### src/rtl/mng_pkg.sv
package mng_pkg;

   localparam int NUM_KEYS = 15;

   // Request kinds carried by req_type.
   localparam logic REQ_MIDI = 1'b0;
   localparam logic REQ_TICK = 1'b1;

   // MIDI status bytes that act.
   localparam logic [7:0] STATUS_NOTE_OFF = 8'h80;
   localparam logic [7:0] STATUS_NOTE_ON  = 8'h90;

   // Key indexes whose action is not a button bit.
   localparam int KEY_HAT_DOWN  = 2;
   localparam int KEY_HAT_LEFT  = 4;
   localparam int KEY_HAT_UP    = 6;
   localparam int KEY_HAT_RIGHT = 8;
   localparam int KEY_LSX_LEFT  = 12;
   localparam int KEY_RSX_LEFT  = 13;
   localparam int KEY_LSX_RIGHT = 14;

   localparam logic [3:0] HAT_NEUTRAL = 4'd8;
   localparam logic [3:0] HAT_DOWN    = 4'd4;
   localparam logic [3:0] HAT_LEFT    = 4'd6;
   localparam logic [3:0] HAT_UP      = 4'd0;
   localparam logic [3:0] HAT_RIGHT   = 4'd2;

   localparam logic [7:0] STICK_CENTER = 8'd128;
   localparam logic [7:0] STICK_MIN    = 8'd0;
   localparam logic [7:0] STICK_MAX    = 8'd255;

   localparam logic [7:0] HOLD_TICKS_RESET = 8'd8;

   localparam int REPORT_BITS = 56;
   localparam int BEATS       = 8;

   typedef struct packed {
      logic       req_type;
      logic [7:0] midi_status;
      logic [6:0] midi_note;
      logic [6:0] midi_velocity;
   } item_type;

   typedef struct packed {
      logic [15:0] button_bits;
      logic [3:0]  hat_value;
      logic [7:0]  left_stick_x;
      logic [7:0]  right_stick_x;
   } report_type;

   // Note number assigned to each key.
   function automatic logic [6:0] key_note(input int k);
      case (k)
         0:       key_note = 7'd60;
         1:       key_note = 7'd62;
         2:       key_note = 7'd64;
         3:       key_note = 7'd65;
         4:       key_note = 7'd67;
         5:       key_note = 7'd69;
         6:       key_note = 7'd71;
         7:       key_note = 7'd72;
         8:       key_note = 7'd74;
         9:       key_note = 7'd76;
         10:      key_note = 7'd77;
         11:      key_note = 7'd79;
         12:      key_note = 7'd81;
         13:      key_note = 7'd83;
         14:      key_note = 7'd84;
         default: key_note = 7'd0;
      endcase
   endfunction

   // Button bit driven by a key; zero for hat and stick keys.
   function automatic logic [15:0] key_button_mask(input int k);
      case (k)
         0:       key_button_mask = 16'h0040;
         1:       key_button_mask = 16'h0080;
         3:       key_button_mask = 16'h0002;
         5:       key_button_mask = 16'h0001;
         7:       key_button_mask = 16'h0008;
         9:       key_button_mask = 16'h0004;
         10:      key_button_mask = 16'h0010;
         11:      key_button_mask = 16'h0020;
         default: key_button_mask = 16'h0000;
      endcase
   endfunction

   // Report bytes in sent order, most significant first.
   function automatic logic [REPORT_BITS-1:0] report_stream(input report_type r);
      report_stream = {r.button_bits[7:0], r.button_bits[15:8], 4'd0, r.hat_value,
                       r.left_stick_x, STICK_CENTER, r.right_stick_x, STICK_CENTER};
   endfunction

endpackage

### src/rtl/mng_key_engine.sv
module mng_key_engine (
   input  logic                clock,
   input  logic                reset,
   input  logic                go,
   input  mng_pkg::item_type   item,
   input  logic [7:0]          hold_ticks,
   output mng_pkg::report_type report
);

   logic [mng_pkg::NUM_KEYS-1:0] down_ff, down_in;
   logic [mng_pkg::NUM_KEYS-1:0] up_ff, up_in;
   logic [mng_pkg::NUM_KEYS-1:0] pressed_ff, pressed_in;
   logic [7:0]                   count_ff [mng_pkg::NUM_KEYS];
   logic [7:0]                   count_in [mng_pkg::NUM_KEYS];
   mng_pkg::report_type          report_ff, report_in;

   logic                         note_off, note_on;
   logic [mng_pkg::NUM_KEYS-1:0] note_hit;
   logic [mng_pkg::NUM_KEYS-1:0] pressed_t, clr, busy, cand, fire;
   logic [7:0]                   count_a [mng_pkg::NUM_KEYS];
   logic [7:0]                   count_b [mng_pkg::NUM_KEYS];
   logic [mng_pkg::NUM_KEYS-1:0] seen;
   logic [15:0]                  btn_clr, btn_set;
   logic                         idle;

   assign report = report_ff;

   always_comb begin
      note_off = (item.midi_status == mng_pkg::STATUS_NOTE_OFF) ||
                 ((item.midi_status == mng_pkg::STATUS_NOTE_ON) && (item.midi_velocity == 7'd0));
      note_on  = (item.midi_status == mng_pkg::STATUS_NOTE_ON) && (item.midi_velocity != 7'd0);

      // Tick: apply latched events, advance the running counters.
      btn_clr = 16'h0000;
      for (int i = 0; i < mng_pkg::NUM_KEYS; i++) begin
         note_hit[i]  = (item.midi_note == mng_pkg::key_note(i));
         pressed_t[i] = up_ff[i] ? 1'b0 : (down_ff[i] ? 1'b1 : pressed_ff[i]);
         count_a[i]   = (!up_ff[i] && down_ff[i]) ? 8'd0 : count_ff[i];
         count_b[i]   = (count_a[i] != 8'd0) ? count_a[i] + 8'd1 : count_a[i];
         clr[i]       = (count_a[i] != 8'd0) && (count_b[i] == hold_ticks);
         busy[i]      = (count_b[i] != 8'd0) && (count_b[i] < hold_ticks);
         cand[i]      = pressed_t[i] && (count_b[i] == 8'd0);
         if (clr[i]) begin
            btn_clr = btn_clr | mng_pkg::key_button_mask(i);
         end
      end
      idle = (busy == '0);

      // The first pressed idle key fires, and only while no hold is running.
      seen    = '0;
      btn_set = 16'h0000;
      for (int i = 0; i < mng_pkg::NUM_KEYS; i++) begin
         if (i == 0) begin
            fire[i] = idle && cand[i];
            seen[i] = cand[i];
         end else begin
            fire[i] = idle && cand[i] && !seen[i-1];
            seen[i] = cand[i] || seen[i-1];
         end
         if (fire[i]) begin
            btn_set = btn_set | mng_pkg::key_button_mask(i);
         end
      end

      down_in    = down_ff;
      up_in      = up_ff;
      pressed_in = pressed_ff;
      count_in   = count_ff;
      report_in  = report_ff;

      if (go && (item.req_type == mng_pkg::REQ_MIDI)) begin
         if (note_off || note_on) begin
            for (int i = 0; i < mng_pkg::NUM_KEYS; i++) begin
               if (note_hit[i]) begin
                  up_in[i]   = note_off;
                  down_in[i] = note_on;
               end
            end
         end
      end else if (go) begin
         down_in    = '0;
         up_in      = '0;
         pressed_in = pressed_t;
         for (int i = 0; i < mng_pkg::NUM_KEYS; i++) begin
            count_in[i] = fire[i] ? 8'd1 : count_b[i];
         end

         report_in.button_bits = (report_ff.button_bits & ~btn_clr) | btn_set;

         if (fire[mng_pkg::KEY_HAT_DOWN]) begin
            report_in.hat_value = mng_pkg::HAT_DOWN;
         end else if (fire[mng_pkg::KEY_HAT_LEFT]) begin
            report_in.hat_value = mng_pkg::HAT_LEFT;
         end else if (fire[mng_pkg::KEY_HAT_UP]) begin
            report_in.hat_value = mng_pkg::HAT_UP;
         end else if (fire[mng_pkg::KEY_HAT_RIGHT]) begin
            report_in.hat_value = mng_pkg::HAT_RIGHT;
         end else if (clr[mng_pkg::KEY_HAT_DOWN] || clr[mng_pkg::KEY_HAT_LEFT] ||
                      clr[mng_pkg::KEY_HAT_UP] || clr[mng_pkg::KEY_HAT_RIGHT]) begin
            report_in.hat_value = mng_pkg::HAT_NEUTRAL;
         end

         if (fire[mng_pkg::KEY_LSX_LEFT]) begin
            report_in.left_stick_x = mng_pkg::STICK_MIN;
         end else if (fire[mng_pkg::KEY_LSX_RIGHT]) begin
            report_in.left_stick_x = mng_pkg::STICK_MAX;
         end else if (clr[mng_pkg::KEY_LSX_LEFT] || clr[mng_pkg::KEY_LSX_RIGHT]) begin
            report_in.left_stick_x = mng_pkg::STICK_CENTER;
         end

         if (fire[mng_pkg::KEY_RSX_LEFT]) begin
            report_in.right_stick_x = mng_pkg::STICK_MIN;
         end else if (clr[mng_pkg::KEY_RSX_LEFT]) begin
            report_in.right_stick_x = mng_pkg::STICK_CENTER;
         end
      end
   end

   always_ff @(posedge clock) begin
      if (reset) begin
         down_ff    <= '0;
         up_ff      <= '0;
         pressed_ff <= '0;
         for (int i = 0; i < mng_pkg::NUM_KEYS; i++) begin
            count_ff[i] <= 8'd0;
         end
         report_ff.button_bits   <= 16'h0000;
         report_ff.hat_value     <= mng_pkg::HAT_NEUTRAL;
         report_ff.left_stick_x  <= mng_pkg::STICK_CENTER;
         report_ff.right_stick_x <= mng_pkg::STICK_CENTER;
      end else begin
         down_ff    <= down_in;
         up_ff      <= up_in;
         pressed_ff <= pressed_in;
         count_ff   <= count_in;
         report_ff  <= report_in;
      end
   end

endmodule

### src/rtl/mng_serializer.sv
module mng_serializer (
   input  logic                clock,
   input  logic                reset,
   input  logic                load,
   input  mng_pkg::report_type report,
   output logic                can_load,
   output logic                rsp_valid,
   input  logic                rsp_stall,
   output logic [7:0]          rsp_serial_byte,
   output logic                rsp_last_byte
);

   localparam int CW = $clog2(mng_pkg::BEATS);
   localparam logic [CW-1:0] LAST_BEAT = CW'(mng_pkg::BEATS - 1);

   logic [mng_pkg::REPORT_BITS-1:0] shift_ff, shift_in;
   logic [CW-1:0]                   beat_ff, beat_in;
   logic                            busy_ff, busy_in;
   logic                            taken;

   assign taken           = busy_ff && !rsp_stall;
   assign can_load        = !busy_ff || (taken && (beat_ff == LAST_BEAT));
   assign rsp_valid       = busy_ff;
   assign rsp_last_byte   = (beat_ff == LAST_BEAT);
   assign rsp_serial_byte = {(beat_ff == '0),
                             shift_ff[mng_pkg::REPORT_BITS-1 -: 7]};

   always_comb begin
      shift_in = shift_ff;
      beat_in  = beat_ff;
      busy_in  = busy_ff;
      if (load) begin
         shift_in = mng_pkg::report_stream(report);
         beat_in  = '0;
         busy_in  = 1'b1;
      end else if (taken) begin
         shift_in = shift_ff << 7;
         beat_in  = beat_ff + CW'(1);
         if (beat_ff == LAST_BEAT) begin
            busy_in = 1'b0;
         end
      end
   end

   always_ff @(posedge clock) begin
      if (reset) begin
         busy_ff <= 1'b0;
         beat_ff <= '0;
      end else begin
         busy_ff <= busy_in;
         beat_ff <= beat_in;
      end
      shift_ff <= shift_in;
   end

endmodule

### src/rtl/midi_note_to_gamepad_report.sv
// MIDI note to gamepad report. Request beats are either MIDI short messages or
// periodic ticks. Note-on and note-off for fifteen fixed notes (60 to 84, white
// keys) latch a down or up event per key; each tick applies those events, runs
// the per-key hold counters, fires the first pressed idle key when no hold is in
// progress, and then sends the seven-byte report as eight 7-bit beats on the rsp
// channel, the first with bit 7 set and the eighth flagged by rsp_last_byte. A
// MIDI message produces no beat. Every accepted MIDI message is processed in the
// cycle after it is taken, so MIDI messages go through at one per cycle while no
// tick waits in the request register. The serializer loads the new report in
// the cycle after the tick is processed. A tick occupies the serializer for
// eight beats, and the serializer goes idle between consecutive reports; the
// next tick waits in the request register until the final beat of the current
// report is taken. hold_ticks is written through the csr channel, which is
// always ready, and resets to 8.
module midi_note_to_gamepad_report (
   input  logic       clock,
   input  logic       reset,

   input  logic       csr_valid,
   output logic       csr_ready,
   input  logic [7:0] csr_hold_ticks,

   input  logic       req_valid,
   output logic       req_stall,
   input  logic       req_type,
   input  logic [7:0] req_midi_status,
   input  logic [6:0] req_midi_note,
   input  logic [6:0] req_midi_velocity,

   output logic       rsp_valid,
   input  logic       rsp_stall,
   output logic [7:0] rsp_serial_byte,
   output logic       rsp_last_byte
);

   // Configuration register.
   logic [7:0] hold_ticks_ff, hold_ticks_in;

   // Request register: one beat waits here until the engine can take it.
   mng_pkg::item_type item_ff, item_in;
   logic              item_valid_ff, item_valid_in;

   logic                req_accept;
   logic                go;
   logic                ser_can_load;
   mng_pkg::report_type report;

   assign csr_ready = 1'b1;

   // A MIDI message only touches the event latches, so it never waits. A tick
   // hands a fresh report to the serializer and needs it free or finishing.
   assign go = item_valid_ff &&
               ((item_ff.req_type == mng_pkg::REQ_MIDI) || ser_can_load);

   // The request register refills in the same cycle it drains.
   assign req_stall  = item_valid_ff && !go;
   assign req_accept = req_valid && !req_stall;

   always_comb begin
      hold_ticks_in = hold_ticks_ff;
      if (csr_valid && csr_ready) begin
         hold_ticks_in = csr_hold_ticks;
      end

      item_in       = item_ff;
      item_valid_in = item_valid_ff;
      if (req_accept) begin
         item_in.req_type      = req_type;
         item_in.midi_status   = req_midi_status;
         item_in.midi_note     = req_midi_note;
         item_in.midi_velocity = req_midi_velocity;
         item_valid_in         = 1'b1;
      end else if (go) begin
         item_valid_in = 1'b0;
      end
   end

   always_ff @(posedge clock) begin
      if (reset) begin
         hold_ticks_ff <= mng_pkg::HOLD_TICKS_RESET;
         item_valid_ff <= 1'b0;
      end else begin
         hold_ticks_ff <= hold_ticks_in;
         item_valid_ff <= item_valid_in;
      end
      item_ff <= item_in;
   end

   // Key state and report values; the report register updates on the tick.
   mng_key_engine u_engine (
      .clock      (clock),
      .reset      (reset),
      .go         (go),
      .item       (item_ff),
      .hold_ticks (hold_ticks_ff),
      .report     (report)
   );

   // The serializer loads in the cycle after the tick, when the new report has
   // settled in the engine's register.
   logic tick_go_ff;

   always_ff @(posedge clock) begin
      if (reset) begin
         tick_go_ff <= 1'b0;
      end else begin
         tick_go_ff <= go && (item_ff.req_type == mng_pkg::REQ_TICK);
      end
   end

   logic ser_can_load_raw;

   // While a load is pending, the serializer is not free for another tick.
   assign ser_can_load = ser_can_load_raw && !tick_go_ff;

   mng_serializer u_serializer (
      .clock           (clock),
      .reset           (reset),
      .load            (tick_go_ff),
      .report          (report),
      .can_load        (ser_can_load_raw),
      .rsp_valid       (rsp_valid),
      .rsp_stall       (rsp_stall),
      .rsp_serial_byte (rsp_serial_byte),
      .rsp_last_byte   (rsp_last_byte)
   );

   // A beat in the middle of a report is followed by the rest of that report.
   a_report_continues: assert property (@(posedge clock) disable iff (reset)
      rsp_valid && !rsp_stall && !rsp_last_byte |=> rsp_valid && !rsp_serial_byte[7])
      else $error("report beat sequence broken");

   // The first beat of a report is never its last.
   a_first_not_last: assert property (@(posedge clock) disable iff (reset)
      rsp_valid && rsp_serial_byte[7] |-> !rsp_last_byte)
      else $error("first beat flagged as last");

   // Back-pressure on requests only ever comes from a waiting tick.
   a_stall_has_item: assert property (@(posedge clock) disable iff (reset)
      req_stall |-> item_valid_ff && (item_ff.req_type == mng_pkg::REQ_TICK))
      else $error("request stalled without a waiting tick");

   // A configuration write lands in the hold register.
   a_csr_write: assert property (@(posedge clock) disable iff (reset)
      csr_valid && csr_ready |=> hold_ticks_ff == $past(csr_hold_ticks))
      else $error("hold_ticks write lost");

endmodule

### config.mk
export PLATFORM = sky130hd
export DESIGN_NAME = midi_note_to_gamepad_report
export DESIGN_NICKNAME = d
export VERILOG_FILES = /design/src/rtl/mng_pkg.sv /design/src/rtl/mng_key_engine.sv /design/src/rtl/mng_serializer.sv /design/src/rtl/midi_note_to_gamepad_report.sv
export SDC_FILE = /design/constraint.sdc
export NUM_CORES = 1
export LEC_CHECK = 0
export ABC_AREA = 1
export BUFFER_PORTS_ARGS = -buffer_cell sky130_fd_sc_hd__clkbuf_2
export CAP_MARGIN = 10
export CORE_MARGIN = 3
export CORE_UTILIZATION = 30
export CTS_BUF_LIST = sky130_fd_sc_hd__clkbuf_8
export DETAILED_ROUTE_END_ITERATION = 16
export PLACE_DENSITY = 0.43
export SETUP_SLACK_MARGIN = 0.05
export SYNTH_ARGS = -nofsm -noshare
export SYNTH_HDL_FRONTEND = slang
export SYNTH_SLANG_ARGS = --single-unit
### constraint.sdc
create_clock -name clock -period 3.88 [get_ports clock]
set_clock_uncertainty 0.2 [all_clocks]
set_input_delay 0.388 -clock clock [delete_from_list [all_inputs] [get_ports clock]]
set_output_delay 0.388 -clock clock [all_outputs]
set_load 0.02 [all_outputs]
**Yosys cells after proc, flatten, opt, wreduce, memory -nomap -nowiden**

Cells that the tools add are included.

- Add/subtract/negate cells: 16
- Magnitude comparators: 15
- Eq/ne operators: 49
- Muxes and demuxes: 185
- Bitwise gates (word level): 33
- Reduce and logical (&&, ||, !) cells: 231

Operator list:

| kind | count |
|---|---|
| 16-bit 2-to-1 mux | 56 |
| 16-bit OR | 28 |
| 8-bit 2-to-1 mux | 50 |
| 8-bit nonzero test | 30 |
| 8-bit by 1-bit adder with 8-bit output (second input constant) | 15 |
| 8-bit equality test | 15 |
| 8-bit zero test | 15 |
| 8-bit < comparator | 15 |
| 56-bit 2-to-1 mux | 2 |
| 1-bit logical AND | 99 |
| 7-bit equality test (second input constant) | 13 |
| 15-bit 2-to-1 mux | 5 |
| 1-bit 2-to-1 mux | 65 |
| 3-bit AND reduction | 18 |
| 1-bit zero test | 34 |
| 2-bit by 1-bit inequality test with 1-bit output (second input constant) | 15 |
| 1-bit logical OR | 21 |
| 4-bit 2-to-1 mux | 5 |
| 16-bit bitwise AND | 1 |
| 8-bit equality test (second input constant) | 2 |
| 16-bit inverter | 1 |
| 7-bit by 16-bit OR with 16-bit output | 1 |
| 15-bit zero test | 1 |
| 7-bit by 6-bit equality test with 1-bit output (second input constant) | 2 |
| other kinds (13) | 20 |

- Register bits after elaboration: 287
- Bits of input ports: 36
- Output and inout bits: 12
- Word-level logic and storage cells: 590

**Longest topological paths before layout**

- Word-level depth: 40
- Depth in mapped cells: 30
- Gate-level depth less buffers: 29

**Modules after synthesis**

From an unflattened synthesis, not the netlist that was laid out.

- Cell total of the unflattened synthesis: 2,684
- Area total of the unflattened synthesis: 18,283.8 sq um

By module, submodules not included:

| module | times used | cells an instance | area an instance (sq um) | seq. area each (sq um) |
|---|---|---|---|---|
| mng_key_engine | 1 | 2,357 | 14,885.5 | 3,583.4 |
| mng_serializer | 1 | 254 | 2,337.2 | 1,421.4 |
| midi_note_to_gamepad_report | 1 | 73 | 1,061.0 | 890.9 |

**Worst setup path before layout**

No wires, ideal clock.

- Path kind: register -> register
- Start: register u_engine.up_ff[5] (netlist name)
- End: register u_engine.report_ff, in the netlist u_engine.report[17]
- Library setup time: 0.115 ns
- Arrival time: 2.819 ns
- Required time: 3.565 ns
- Setup slack: 0.746 ns
- Stages on the path, launching flop included: 29
- Path buffers: 1
- Period minus slack after synthesis: 3.134 ns
- Cell sequence: dfxtp_1 > inv_1 > nand2_2 > buf_6 > nand2_1 > inv_1 > ha_1 > nand4_1 > nor2_1 > nand2_1 > nand2_1 > inv_1 > ha_1 > nand2_1 > inv_1 > nand3_1 > nor2_1 > nor3b_1 > nand2_1 > nand2_1 > inv_2 > nand3_4 > nor2_8 > nand2_2 > nand2_2 > nor2_2 > nand3_4 > a21oi_1 > nor2_1

- Cells in the longest elaborated chain, start to end: 16
- Elaborated cells on any way between the ends: 32
- Those cells by class: add/sub (1); order compare (1); mux (7); reduce/logical (23)

RTL lines:

| element | line | source |
|---|---|---|
| start, declared | mng_key_engine.sv:11 | `logic [mng_pkg::NUM_KEYS-1:0] up_ff, up_in;` |
| start signal, assigned | mng_key_engine.sv:133 | `up_ff <= up_in;` |
| branches (longest 16 deep; another with 8-bit by 1-bit adder with 8-bit output) | -- |  |
| end signal, assigned | mng_key_engine.sv:136 | `report_ff <= report_in;` |
| end, declared | mng_key_engine.sv:15 | `mng_pkg::report_type report_ff, report_in;` |

Several ways; the timed one is not identified.
A chain may end at the register's enable or synchronous reset.

**Worst setup path after layout**

- Start: register u_engine.up_ff[8] (netlist name)
- End: register u_engine.report_ff, in the netlist u_engine.report[14]

- Cells in the longest elaborated chain, start to end: 17
- Elaborated cells on any way between the ends: 29
- Those cells by class: add/sub (1); order compare (1); mux (5); reduce/logical (22)

RTL lines:

| element |
|---|
| branches (longest 17 deep; another with 8-bit by 1-bit adder with 8-bit output) |

Several ways; the timed one is not identified.

==> flow_summary.ini <==
[status]
status = finished, final reports clean

[timing]
fin_crit_sh = 0.915
setup_tns_ns = 0
hold_viol_final = 0
setup-violations-final = 0
min_period_ns = 3.55
setup_slack_ns = 0.329
holdWs_ns = 0.0712
rsz0062_at_grt = no
fmax_mhz = 282
maxSlewViolCount = 0
worst_pin_slew_ns = 0.989
relSlewSlack = 0.336

[routing]
wl_per_cell_um = 15.2
totalWireLength_um = 52400
num_vias = 16200
vias_per_cell = 4.72
dr.pass1.iters = 5
drc = 0
drtIter0Drc = 893
antenna_left = 0

[final_layout]
finalNetCount = 2827
area_growth_pct = 16.4
layout.cells.non_filler = 3439
fillers = 6162
layout-drive-gt1-share = 0.130

[global_routing]
use_met3 = 0.0287
use_met1 = 0.227
grt_max_degree = 82
grt_pass1_vias = 15600
antenna_found_initial = 2
grt_pass1_wl_um = 83500
top_usage_layer = met2
grt_usage = 0.174
overflow = 0
grtUsageMet2 = 0.284

[setup_path]
start_kind = flip-flop
r2r_cells = 24
critPathRequiredTime_ns = 4.17
worstPathArrival_ns = 3.84
worstSetupEndpointType = flip-flop
cp_slowest_cell = dfxtp_1
r2r_setup_slack_ns = 0.33
cp_max_fo = 12
crit_type = reg -> reg
cpPeakStageDelay_ns = 0.33
worstPathCellList = inv_1, nand2_4, nand2_1, inv_1, ha_1, nand4_2, nor2_1, nand2_1, nand2_1, inv_1, ha_1, nand4_1, a21oi_1, nor2_1, nand2_1, nand2_1, nor2_2, nand2_2, nor2_8, nand4_4, nand2_1, nand2_1, nand2_1, a21oi_1
rr_startpoint = u_engine.up_ff[8]
path_common_cell = nand2_1
timing.rr.end = u_engine.report[14]

[logic_synthesis]
ys_async_sr_fraction = 0
synth_area_sq_mm = 0.0172
ys_ff_latch = 250
synth-edff-count = 50
ys_seq_area_frac = 0.320
netlist_top_cells_area = dfxtp_1 (23%), nand2_1 (15%), ha_1 (11%)
synth_fp_nets = 2716
synthFlopType = dfxtp_1
avgSynthCellArea_sq_um = 6.81
synth.distinct_cells = 58
ys_warn_count = 0
yosys.area.top_type = dfxtp_1
netlist_instances = 2527
synth.top_cell.area_share = 0.233

[floorplanning]
die_h_um = 246
ios = 48
start_util = 0.304
num_rows = 87
dieWidth_um = 246
dieArea_sq_mm = 0.0603
core_area_sq_mm = 0.0566

[clocking]
cts_root_buf = clkbuf_8
htreeDepth = 2
cts_buffer_depth = 3
cts.sink_count = 250
cts_buffers = 53
path_clk_slew_ns = 0.06
clock_latency_ns = 0.66
cts_tree = yes

[placement]
dp_hpwl_um = 37400
place_ws_ns = 0.213
gp_congestion = 0.810
dp.cells = 3288
portBuffers = 46

[pwr]
power.internal_mw = 4.60
vdd_drop_max_mv = 0.256
finalPower_mw = 6.59
switchingPower_mw = 1.99
p_leak_nw = 9.94
combPwrFrac = 0.141
power.share.clock = 0.437
seqPwrFrac = 0.421
p_per_area_mw_per_mm2 = 329
swShare = 0.302

[hold_path]
min_to = u_engine.report[15]
min_from = reset
min-delay-path-class = in -> reg
hold-path-cell-count = 3

[flow_run]
cap_violations = 0
cells by family after synthesis:
kind of cell | share of synthesized area
compound gates | 0.146
simple gates | 0.305
buf+inv | 0.106
other cells | 0.000218
fa+ha+maj | 0.111
xor+xnor | 0.0116
flops | 0.320
power by group through the flow:
stage	clock, mW	combinational, mW	sequential [mW]
finish	2.88	0.931	2.78
global route	3.12	1.06	2.78
CTS	3.01	0.923	2.77
detailed placement	0	0.884	2.83
global placement	0	0.877	2.83
floorplan	0	0.605	2.81
synthesized netlist by cell type (8+ instances only):
| library cell | count |
|---|---|
| nand2_1 | 708 |
| inv_1 | 326 |
| a21oi_1 | 233 |
| dfxtp_1 | 200 |
| nor2_1 | 162 |
| ha_1 | 153 |
| o21ai_0 | 149 |
| nand3_1 | 121 |
| clkbuf_1 | 59 |
| edfxtp_1 | 50 |
| nand4_1 | 47 |
| inv_2 | 38 |
| nand2_2 | 35 |
| nor2_2 | 35 |
| nor3_1 | 21 |
| o21ai_1 | 17 |
| xor2_1 | 14 |
| a31oi_1 | 11 |
| buf_6 | 11 |
| buf_4 | 10 |
| nand3b_1 | 10 |
| o21bai_1 | 9 |
| o22ai_1 | 9 |
| a22o_1 | 8 |
cell usage in the layout, fill, tap and decap left out, types with 5 or more instances in the layout:
cell           count
a21o_1             6
a21oi_1          232
a22o_1             8
a31oi_1           11
buf_4             52
clkbuf_2          45
clkbuf_8          63
clkinv_1           5
clkinv_2          14
dfxtp_1          197
dlygate4sd3_1     43
edfxtp_1          50
ha_1             150
inv_1            339
inv_2             38
nand2_1          702
nand2_2           34
nand2_4           11
nand3_1          121
nand3_2            5
nand3b_1          10
nand4_1           47
nand4_2            5
nor2_1           158
nor2_2            36
nor2_4             9
nor3_1            21
o21a_1             5
o21ai_0          146
o21ai_1           20
o21bai_1           9
o22ai_1            9
xnor2_1            5
xor2_1            14
registers in the layout, summed over array words and instances (netlist names):
| name | cells |
|---|---|
| u_engine.report | 14 |
| hold_ticks_ff | 8 |
| item_ff | 23 |
| u_serializer.shift_ff | 34 |
| u_serializer.rsp_valid | 1 |
| tick_go_ff | 1 |
| u_engine.count_ff | 120 |
| u_engine.pressed_ff | 15 |
| u_engine.up_ff | 15 |
| u_engine.down_ff | 15 |
| item_valid_ff | 1 |
| u_serializer.beat_ff | 3 |
layout make-up:
class	count	area (sq um)	share of cell area
Clock inverter	35	213	0.0106
Sequential cell	250	5510	0.275
Inverter	367	1380	0.0690
Multi-Input combinational cell	1823	10000	0.499
Clock buffer	63	867	0.0433
Timing Repair Buffer	143	1110	0.0552
Tap cell	756	946	0.0472
Antenna cell	2	5.00	0.000250
timing repair:
action,4_1_cts,5_1_grt
setup endpoints to repair,0,19
hold endpoints to repair,35,0
hold buffers,43,0
setup buffers,0,8
resized for setup,0,35
through the flow:
step                      utilization  area [sq um]
after floorplan                     -         17200
after global placement          0.324         18300
after detailed placement        0.324         18300
after CTS                       0.351         19800
after global routing            0.354         20000
final                           0.354         20000
worst max-delay path: cells and delay by family (launching register included):
family                   cells  cell delay, ns
AND/OR/NAND/NOR             17            1.96
adder cells (fa/ha/maj)      2            0.48
flip-flops                   1            0.33
buffers and inverters        3            0.23
AO/OA/AOI/OAI                2            0.20
worst max path at each step:
stage                      startpoint               endpoint  slack, ns  depth (start not counted)
CTS                 u_engine.up_ff[1]  u_engine.count_ff[64]       0.18                         24
finish              u_engine.up_ff[8]    u_engine.report[14]       0.33                         24
global placement    u_engine.up_ff[1]    u_engine.report[19]       0.26                         26
global route        u_engine.up_ff[0]    u_engine.report[17]       0.03                         26
detailed placement  u_engine.up_ff[1]    u_engine.report[14]       0.21                         24
floorplan           u_engine.up_ff[5]    u_engine.report[17]       0.75                         28
routing by layer:
| layer | up-vias | wire length, um |
|---|---|---|
| met1 | 7426 | 24900 |
| li1 | 8471 | - |
| met4 | 0 | 1820 |
| met2 | 235 | 23700 |
| met5 | - | 0 |
| met3 | 92 | 2020 |
Note: power is estimated with default switching activity, not from simulation.
